==> src/rtl/rsn_pkg.sv <==
// Shared types and constants of the raw sample normalizer.
// Used by the configuration interface, the divider and the top level.
package rsn_pkg;

	// configuration register indexes
	localparam int CFG_IDX_W = 3;
	typedef enum logic [CFG_IDX_W-1:0] {
		REG_SAMPLE_FORMAT = 3'd0,
		REG_SAMPLES_SIGNED = 3'd1,
		REG_SWAP_BYTES = 3'd2,
		REG_SCALE_FACTOR = 3'd3,
		REG_OFFSET_VALUE = 3'd4,
		REG_NORM_LOW = 3'd5,
		REG_NORM_HIGH = 3'd6
	} rsn_reg_t;

	// sample format codes
	localparam logic [1:0] FMT_U8 = 2'd0;
	localparam logic [1:0] FMT_16 = 2'd1;
	localparam logic [1:0] FMT_F32 = 2'd2;

	// reset values
	localparam logic [31:0] SCALE_RESET = 32'h0001_0000;
	localparam logic [31:0] NORM_HIGH_RESET = 32'h0001_0000;

	// signed 16-bit special codes
	localparam logic [15:0] S16_NULL = 16'h8000;   // -32768
	localparam logic [15:0] S16_LOW_A = 16'h8001;  // -32767
	localparam logic [15:0] S16_LOW_B = 16'h8002;  // -32766
	localparam logic [15:0] S16_HIGH_A = 16'h8004; // -32764
	localparam logic [15:0] S16_HIGH_B = 16'h8003; // -32765

	// float special codes
	localparam logic [31:0] F32_NULL = 32'hFF7F_FFFB;
	localparam logic [31:0] F32_ZERO_A = 32'hFF7F_FFFC;
	localparam logic [31:0] F32_ZERO_B = 32'hFF7F_FFFD;
	localparam logic [31:0] F32_ONE_A = 32'hFF7F_FFFE;
	localparam logic [31:0] F32_ONE_B = 32'hFF7F_FFFF;

	// divider shape: 32 quotient bits, two per stage
	localparam int QUO_W = 32;
	localparam int DIV_STEPS = 2;

	// flags that travel with an item down the pipeline
	typedef struct packed {
		logic bad;    // unknown format code
		logic valid;  // sample usable
		logic clip;   // saturation seen so far
		logic nn;     // numerator negative
		logic nz;     // numerator nonzero
		logic ovf;    // quotient at least 2^32
		logic zspan;  // zero normalization span
	} rsn_side_t;

endpackage

==> src/rtl/rsn_div.sv <==
// Pipelined restoring divider: 64-bit numerator by 33-bit divisor, 32 quotient bits.
// Depends on rsn_pkg. Caller guarantees num[63:32] < den for a meaningful result.
module rsn_div (
	input  logic                clk,
	input  logic                arst_n,
	input  logic                adv,
	input  logic                in_valid,
	input  logic [63:0]         num,
	input  logic [32:0]         den,
	input  rsn_pkg::rsn_side_t  in_side,
	output logic                out_valid,
	output logic [31:0]         quo,
	output logic [32:0]         rem,
	output rsn_pkg::rsn_side_t  out_side
);
	localparam int Stages = rsn_pkg::QUO_W / rsn_pkg::DIV_STEPS;

	logic               vld_s [Stages];
	logic [32:0]        pr_s [Stages];
	logic [31:0]        w_s [Stages];
	rsn_pkg::rsn_side_t side_s [Stages];

	logic [32:0] pr_d [Stages];
	logic [31:0] w_d [Stages];

	// run DIV_STEPS shift-subtract steps in each stage
	always_comb begin
		logic [32:0] p;
		logic [31:0] w;
		logic [33:0] t;
		logic        ge;
		for (int j = 0; j < Stages; j++) begin
			if (j == 0) begin
				p = {1'b0, num[63:32]};
				w = num[31:0];
			end else begin
				p = pr_s[j-1];
				w = w_s[j-1];
			end
			for (int k = 0; k < rsn_pkg::DIV_STEPS; k++) begin
				t = {p, w[31]};
				ge = (t >= {1'b0, den});
				w = {w[30:0], ge};
				p = ge ? 33'(t - {1'b0, den}) : t[32:0];
			end
			pr_d[j] = p;
			w_d[j] = w;
		end
	end

	// advance valid bits
	always_ff @(posedge clk or negedge arst_n) begin
		if (!arst_n) begin
			for (int j = 0; j < Stages; j++) vld_s[j] <= 1'b0;
		end else if (adv) begin
			for (int j = 0; j < Stages; j++) begin
				if (j == 0) vld_s[j] <= in_valid;
				else vld_s[j] <= vld_s[j-1];
			end
		end
	end

	// advance partial remainders, quotient bits and flags
	always_ff @(posedge clk) begin
		if (adv) begin
			for (int j = 0; j < Stages; j++) begin
				pr_s[j] <= pr_d[j];
				w_s[j] <= w_d[j];
				if (j == 0) side_s[j] <= in_side;
				else side_s[j] <= side_s[j-1];
			end
		end
	end

	assign out_valid = vld_s[Stages-1];
	assign quo = w_s[Stages-1];
	assign rem = pr_s[Stages-1];
	assign out_side = side_s[Stages-1];
endmodule

==> config.mk <==
export PLATFORM = sky130hd
export DESIGN_NAME = rsn_div
export DESIGN_NICKNAME = d
export VERILOG_FILES = /design/src/rtl/rsn_pkg.sv /design/src/rtl/rsn_div.sv
export SDC_FILE = /design/constraint.sdc
export NUM_CORES = 2
export LEC_CHECK = 0
export BUFFER_PORTS_ARGS = -buffer_cell sky130_fd_sc_hd__buf_2
export CORE_ASPECT_RATIO = 0.6
export CORE_MARGIN = 2
export CORE_UTILIZATION = 24
export CTS_CLUSTER_SIZE = 12
export DETAILED_ROUTE_END_ITERATION = 16
export GPL_TIMING_DRIVEN = 0
export PLACE_DENSITY = 0.37
export SLEW_MARGIN = 25
export SYNTH_ARGS = -nofsm -noshare
export SYNTH_HDL_FRONTEND = slang
export SYNTH_SLANG_ARGS = --single-unit
==> constraint.sdc <==
create_clock -name clk -period 13.45 [get_ports clk]
set_input_delay 2.69 -clock clk [delete_from_list [all_inputs] [get_ports clk]]
set_output_delay 2.69 -clock clk [all_outputs]
set_load 0.01 [all_outputs]
# == Word level (Yosys, flattened, before mapping) ==
# Memory sizes are Yosys's and may differ from the RTL's.
# Cells that the tools add are included.
# word_totals
register_bits,16
ram_bits,1152
input_bits,108
output_inout_bits,73
elab_cells,117
mem_count,3
# memory_table
memory,depth,width,rd,rd_ports_with_merged_regs,wr,line_no,text
pr_s,16,33,16,0,16,rsn_div.sv:19,logic [32:0] pr_s [Stages];
w_s,16,32,16,0,16,rsn_div.sv:20,logic [31:0] w_s [Stages];
side_s,16,7,16,0,16,rsn_div.sv:21,rsn_pkg::rsn_side_t side_s [Stages];
# classes
add_sub_neg,32
magnitude_cmp,32
muxes,34
# ops
operator,count
33-bit 2-to-1 mux,32
33-bit subtractor,32
34-bit by 33-bit greater-or-equal comparator with 1-bit output,31
33-bit greater-or-equal comparator,1
1-bit 2-to-1 mux,2

# == Depth between registers and ports, before layout ==
# logic_depth
word_depth,4
ltp_mapped,31
mapped_depth_nobuf,27

# == Least setup slack after synthesis ==
# Ideal clock, no wire load.
# synth_timing
path_kind,in2reg
start,input den[1]
end,"memory pr_s[8][17], in the netlist pr_s[1][17], data pin"
setup_ns,0.260
t_arrival_ns,10.359
required_ns,13.190
slack_ns,2.832
path_stages,25
n_path_buf,3
cell_sequence,inv_1 fa_1 a211oi_1 o211ai_1 a41oi_2 o311a_1 o21ai_1 a211oi_1 o21a_1 buf_2 clkbuf_1 nand2_1 o21ai_0 fa_1 a21o_1 a311o_1 a21oi_1 o31ai_1 a21oi_1 o21ai_1 o41a_1 a211o_1 a211oi_2 buf_2 mux2_2
# synth_rtl
item,line_no,text
from (decl),rsn_div.sv:9,"input logic [32:0] den,"
to (decl),rsn_div.sv:19,

==> load_flow_metrics.sql <==
INSERT INTO impl_metrics (metric_group, metric, value, unit) VALUES
('global_routing', 'number_of_global_route_vias_before_repair', '77563', ''),
('hold_path', 'cell_depth_of_the_worst_hold_path', '0', ''),
('drt', 'route.detailed.drc', '0', ''),
('die', 'placeableCoreArea', '411000', 'um^2'),
('drt', 'drt-vias-per-instance', '5.12', ''),
('placed_design', 'port_buffers', '180', ''),
('setup_path', 'path_delay_family', 'compound AO/OA/AOI/OAI gates', ''),
('setup_path', 'critPathMaxFanout', '18', ''),
('clocking', 'postCtsResizedCells', '0', ''),
('sta', 'finClkSkew', '79.9', 'ps'),
('logic_synthesis', 'synth-async-reset-ratio', '0.0137', ''),
('final_layout', 'area.growth.synth_to_final', '14.3', '%'),
('logic_synthesis', 'post_synthesis_cell_type_with_the_largest_combined_area', 'sky130_fd_sc_hd__edfxtp_1', ''),
('sta', 'post-route-min-period', '11670', 'ps'),
('drt', 'num_vias', '82974', ''),
('global_routing', 'pin_count_of_the_biggest_net_entering_global_routing', '122', ''),
('setup_path', 'worst_path_cell_with_the_longest_stage_delay', 'sky130_fd_sc_hd__a311oi_1', ''),
('setup_path', 'r2r_slack', '3920', 'ps'),
('drt', 'drt_first_iter_violations', '7814', ''),
('logic_synthesis', 'synth.most_common_cell', 'sky130_fd_sc_hd__edfxtp_1', ''),
('die', 'die_h', '502', 'um'),
('final_layout', 'nNetsFinal', '11774', ''),
('logic_synthesis', 'yosys.cell_types.count', '100', ''),
('global_routing', 'grt.total_usage', '0.174', ''),
('run', 'maxCapViolations', '0', ''),
('logic_synthesis', 'synth.net_count', '11396', ''),
('logic_synthesis', 'netlist_area', '99200', 'um^2'),
('drt', 'routed_wirelength', '378000', 'um'),
('drt', 'drt.antenna.violating_nets', '0', ''),
('clocking', 'cts.path.max_buffers', '4', ''),
('setup_path', 'critical_path.startpoint_type', 'input pin', ''),
('sta', 'fmaxAchievable', '85.7', 'MHz'),
('logic_synthesis', 'synth-seq-area-share', '0.353', ''),
('sta', 'final_hold_viol_count', '0', ''),
('setup_path', 'crit_path_end_kind', 'register', ''),
('clocking', 'post_cts_hold_buffer_count', '0', ''),
('sta', 'slew_violations', '0', ''),
('hold_path', 'hold_path_startpoint', 'w_s[0][137]', ''),
('die', 'floorplan.io_pins', '181', ''),
('sta', 'fin_tns_setup', '0', 'ps'),
('clocking', 'clkTransAtPathRegs', '60', 'ps'),
('clocking', 'clock_sinks', '1168', ''),
('hold_path', 'min-delay-path-class', 'register to register', ''),
('sta', 'rsz_0062_raised_after_global_routing', 'no', ''),
('logic_synthesis', 'yosysWarningCount', '0', ''),
('final_layout', 'layout-drive-gt1-share', '0.118', ''),
('die', 'initial_utilization', '0.242', ''),
('sta', 'worstMarginPinSlew', '1080', 'ps'),
('drt', 'drt_pass1_iterations', '6', ''),
('logic_synthesis', 'synth_top_cell_area_share', '0.349', ''),
('logic_synthesis', 'synth-edff-count', '1152', ''),
('sta', 'setup_violations', '0', ''),
('status', 'outcome', 'finished clean', ''),
('global_routing', 'grt_pass1_wl', '541000', 'um'),
('die', 'std_cell_rows', '182', ''),
('setup_path', 'worst_ep_arrival_time', '12230', 'ps'),
('setup_path', 'regToRegEndpoint', 'pr_s[1][226]', ''),
('logic_synthesis', 'synth_cells', '10200', ''),
('logic_synthesis', 'ys_dominant_reg_cell', 'sky130_fd_sc_hd__edfxtp_1', ''),
('clocking', 'clock_latency_on_the_worst_skew_pair', '880', 'ps'),
('placed_design', 'detail_placement_hpwl', '287000', 'um'),
('sta', 'maxSlewHeadroom', '0.271', ''),
('clocking', 'ctsRootBufferMaster', 'sky130_fd_sc_hd__clkbuf_16', ''),
('setup_path', 'slowest_delay', '930', 'ps'),
('setup_path', 'critPathRequiredTime', '14010', 'ps'),
('clocking', 'cts.repair_timing.setup_buffer_count', '0', ''),
('setup_path', 'worstSetupPathType', 'input pin to register', ''),
('drt', 'route.detailed.wl_per_inst', '23.3', 'um'),
('setup_path', 'worst_r2r_path_depth', '27', ''),
('setup_path', 'worstReg2RegStart', 'w_s[1][191]', ''),
('clocking', 'numCtsBuffers', '153', '');
state kept, by name, indices dropped and copies added (netlist names):
register	count
side_s	112
vld_s	15
out_valid	1
w_s	512
pr_s	528
routing by layer:
layer / part of all wire / global-route usage
met5: 0.00041 / 0
met4: 0.017 / 0.0297
met3: 0.066 / 0.0294
met2: 0.35 / 0.214
met1: 0.57 / 0.299
metrics by stage:
stage | worst slack (ps) | hold WS [ps] | instances | utilization | cell area [um^2]
5_1_grt | 1350 | 373 | 16206 | 0.276 | 113000
3_5_place_dp | 1140 | 405 | 15943 | 0.264 | 108000
4_1_cts | 2040 | 354 | 16205 | 0.276 | 113000
6_report | 1780 | 347 | 16218 | 0.276 | 113000
3_3_place_gp | -10780 | 401 | 15900 | 0.261 | 107000
2_1_floorplan | 2830 | 400 | 10200 | - | 99200
final cells by class:
| type | count | area, um^2 | area share |
|---|---|---|---|
| Sequential cell | 1168 | 35000 | 0.309 |
| Antenna cell | 13 | 32.5 | 0.000287 |
| Multi-Input combinational cell | 8357 | 61300 | 0.541 |
| Clock inverter | 82 | 890 | 0.00785 |
| Timing Repair Buffer | 223 | 2080 | 0.0183 |
| Buffer | 303 | 1550 | 0.0136 |
| Clock buffer | 180 | 4000 | 0.0353 |
| Inverter | 372 | 1550 | 0.0137 |
| Tap cell | 5520 | 6910 | 0.0610 |
layout by cell type (no fill, tap or decap), types with 30 or more instances in the layout:
cell and n:
sky130_fd_sc_hd__fa_1 32, sky130_fd_sc_hd__and3_1 100, sky130_fd_sc_hd__buf_16 39, sky130_fd_sc_hd__mux2_1 37, sky130_fd_sc_hd__nand2_1 756, sky130_fd_sc_hd__xnor2_1 599
sky130_fd_sc_hd__a211o_1 43, sky130_fd_sc_hd__o31a_1 37, sky130_fd_sc_hd__mux2_2 533, sky130_fd_sc_hd__o21ai_0 671, sky130_fd_sc_hd__a21boi_0 30, sky130_fd_sc_hd__or2_2 36
sky130_fd_sc_hd__nand2b_1 122, sky130_fd_sc_hd__o211ai_1 51, sky130_fd_sc_hd__buf_4 82, sky130_fd_sc_hd__nor3_1 141, sky130_fd_sc_hd__nor4_1 43, sky130_fd_sc_hd__a31oi_1 75
sky130_fd_sc_hd__inv_6 34, sky130_fd_sc_hd__a21o_1 466, sky130_fd_sc_hd__a21oi_1 1046, sky130_fd_sc_hd__ha_1 1056, sky130_fd_sc_hd__a211oi_1 97, sky130_fd_sc_hd__edfxtp_1 1152
sky130_fd_sc_hd__nor2b_1 116, sky130_fd_sc_hd__nand4_1 155, sky130_fd_sc_hd__o31ai_1 94, sky130_fd_sc_hd__inv_1 333, sky130_fd_sc_hd__mux2i_1 43, sky130_fd_sc_hd__o21a_1 157
sky130_fd_sc_hd__clkbuf_1 185, sky130_fd_sc_hd__o21bai_1 151, sky130_fd_sc_hd__nand3_1 201, sky130_fd_sc_hd__nor2_1 657, sky130_fd_sc_hd__clkbuf_16 155, sky130_fd_sc_hd__and2_1 47
sky130_fd_sc_hd__xor2_1 291, sky130_fd_sc_hd__buf_2 222
cell families after synthesis:
logic type,after synthesis,share of synthesized area
AND/OR/NAND/NOR,2507,0.120
buffers and inverters,675,0.0297
AO/OA/AOI/OAI,3243,0.208
adder cells (fa/ha/maj),1088,0.140
XOR/XNOR,890,0.0786
multiplexers,629,0.0715
flip-flops,1168,0.353
worst max-delay path by stage:
| stage | endpoint | slack, ps | cells past startpoint |
|---|---|---|---|
| 3_5_place_dp | pr_s[0][257] | 1140 | 28 |
| 4_1_cts | pr_s[0][257] | 2040 | 28 |
| 6_report | pr_s[0][257] | 1780 | 28 |
| 3_3_place_gp | w_s[0][94] | -10780 | 1 |
| 5_1_grt | pr_s[0][257] | 1350 | 28 |
| 2_1_floorplan | pr_s[1][17] | 2830 | 25 |
Power is left out: the tool's default activity adds up to more than one toggle a clock period on the data nets, which glitch-free logic cannot reach.
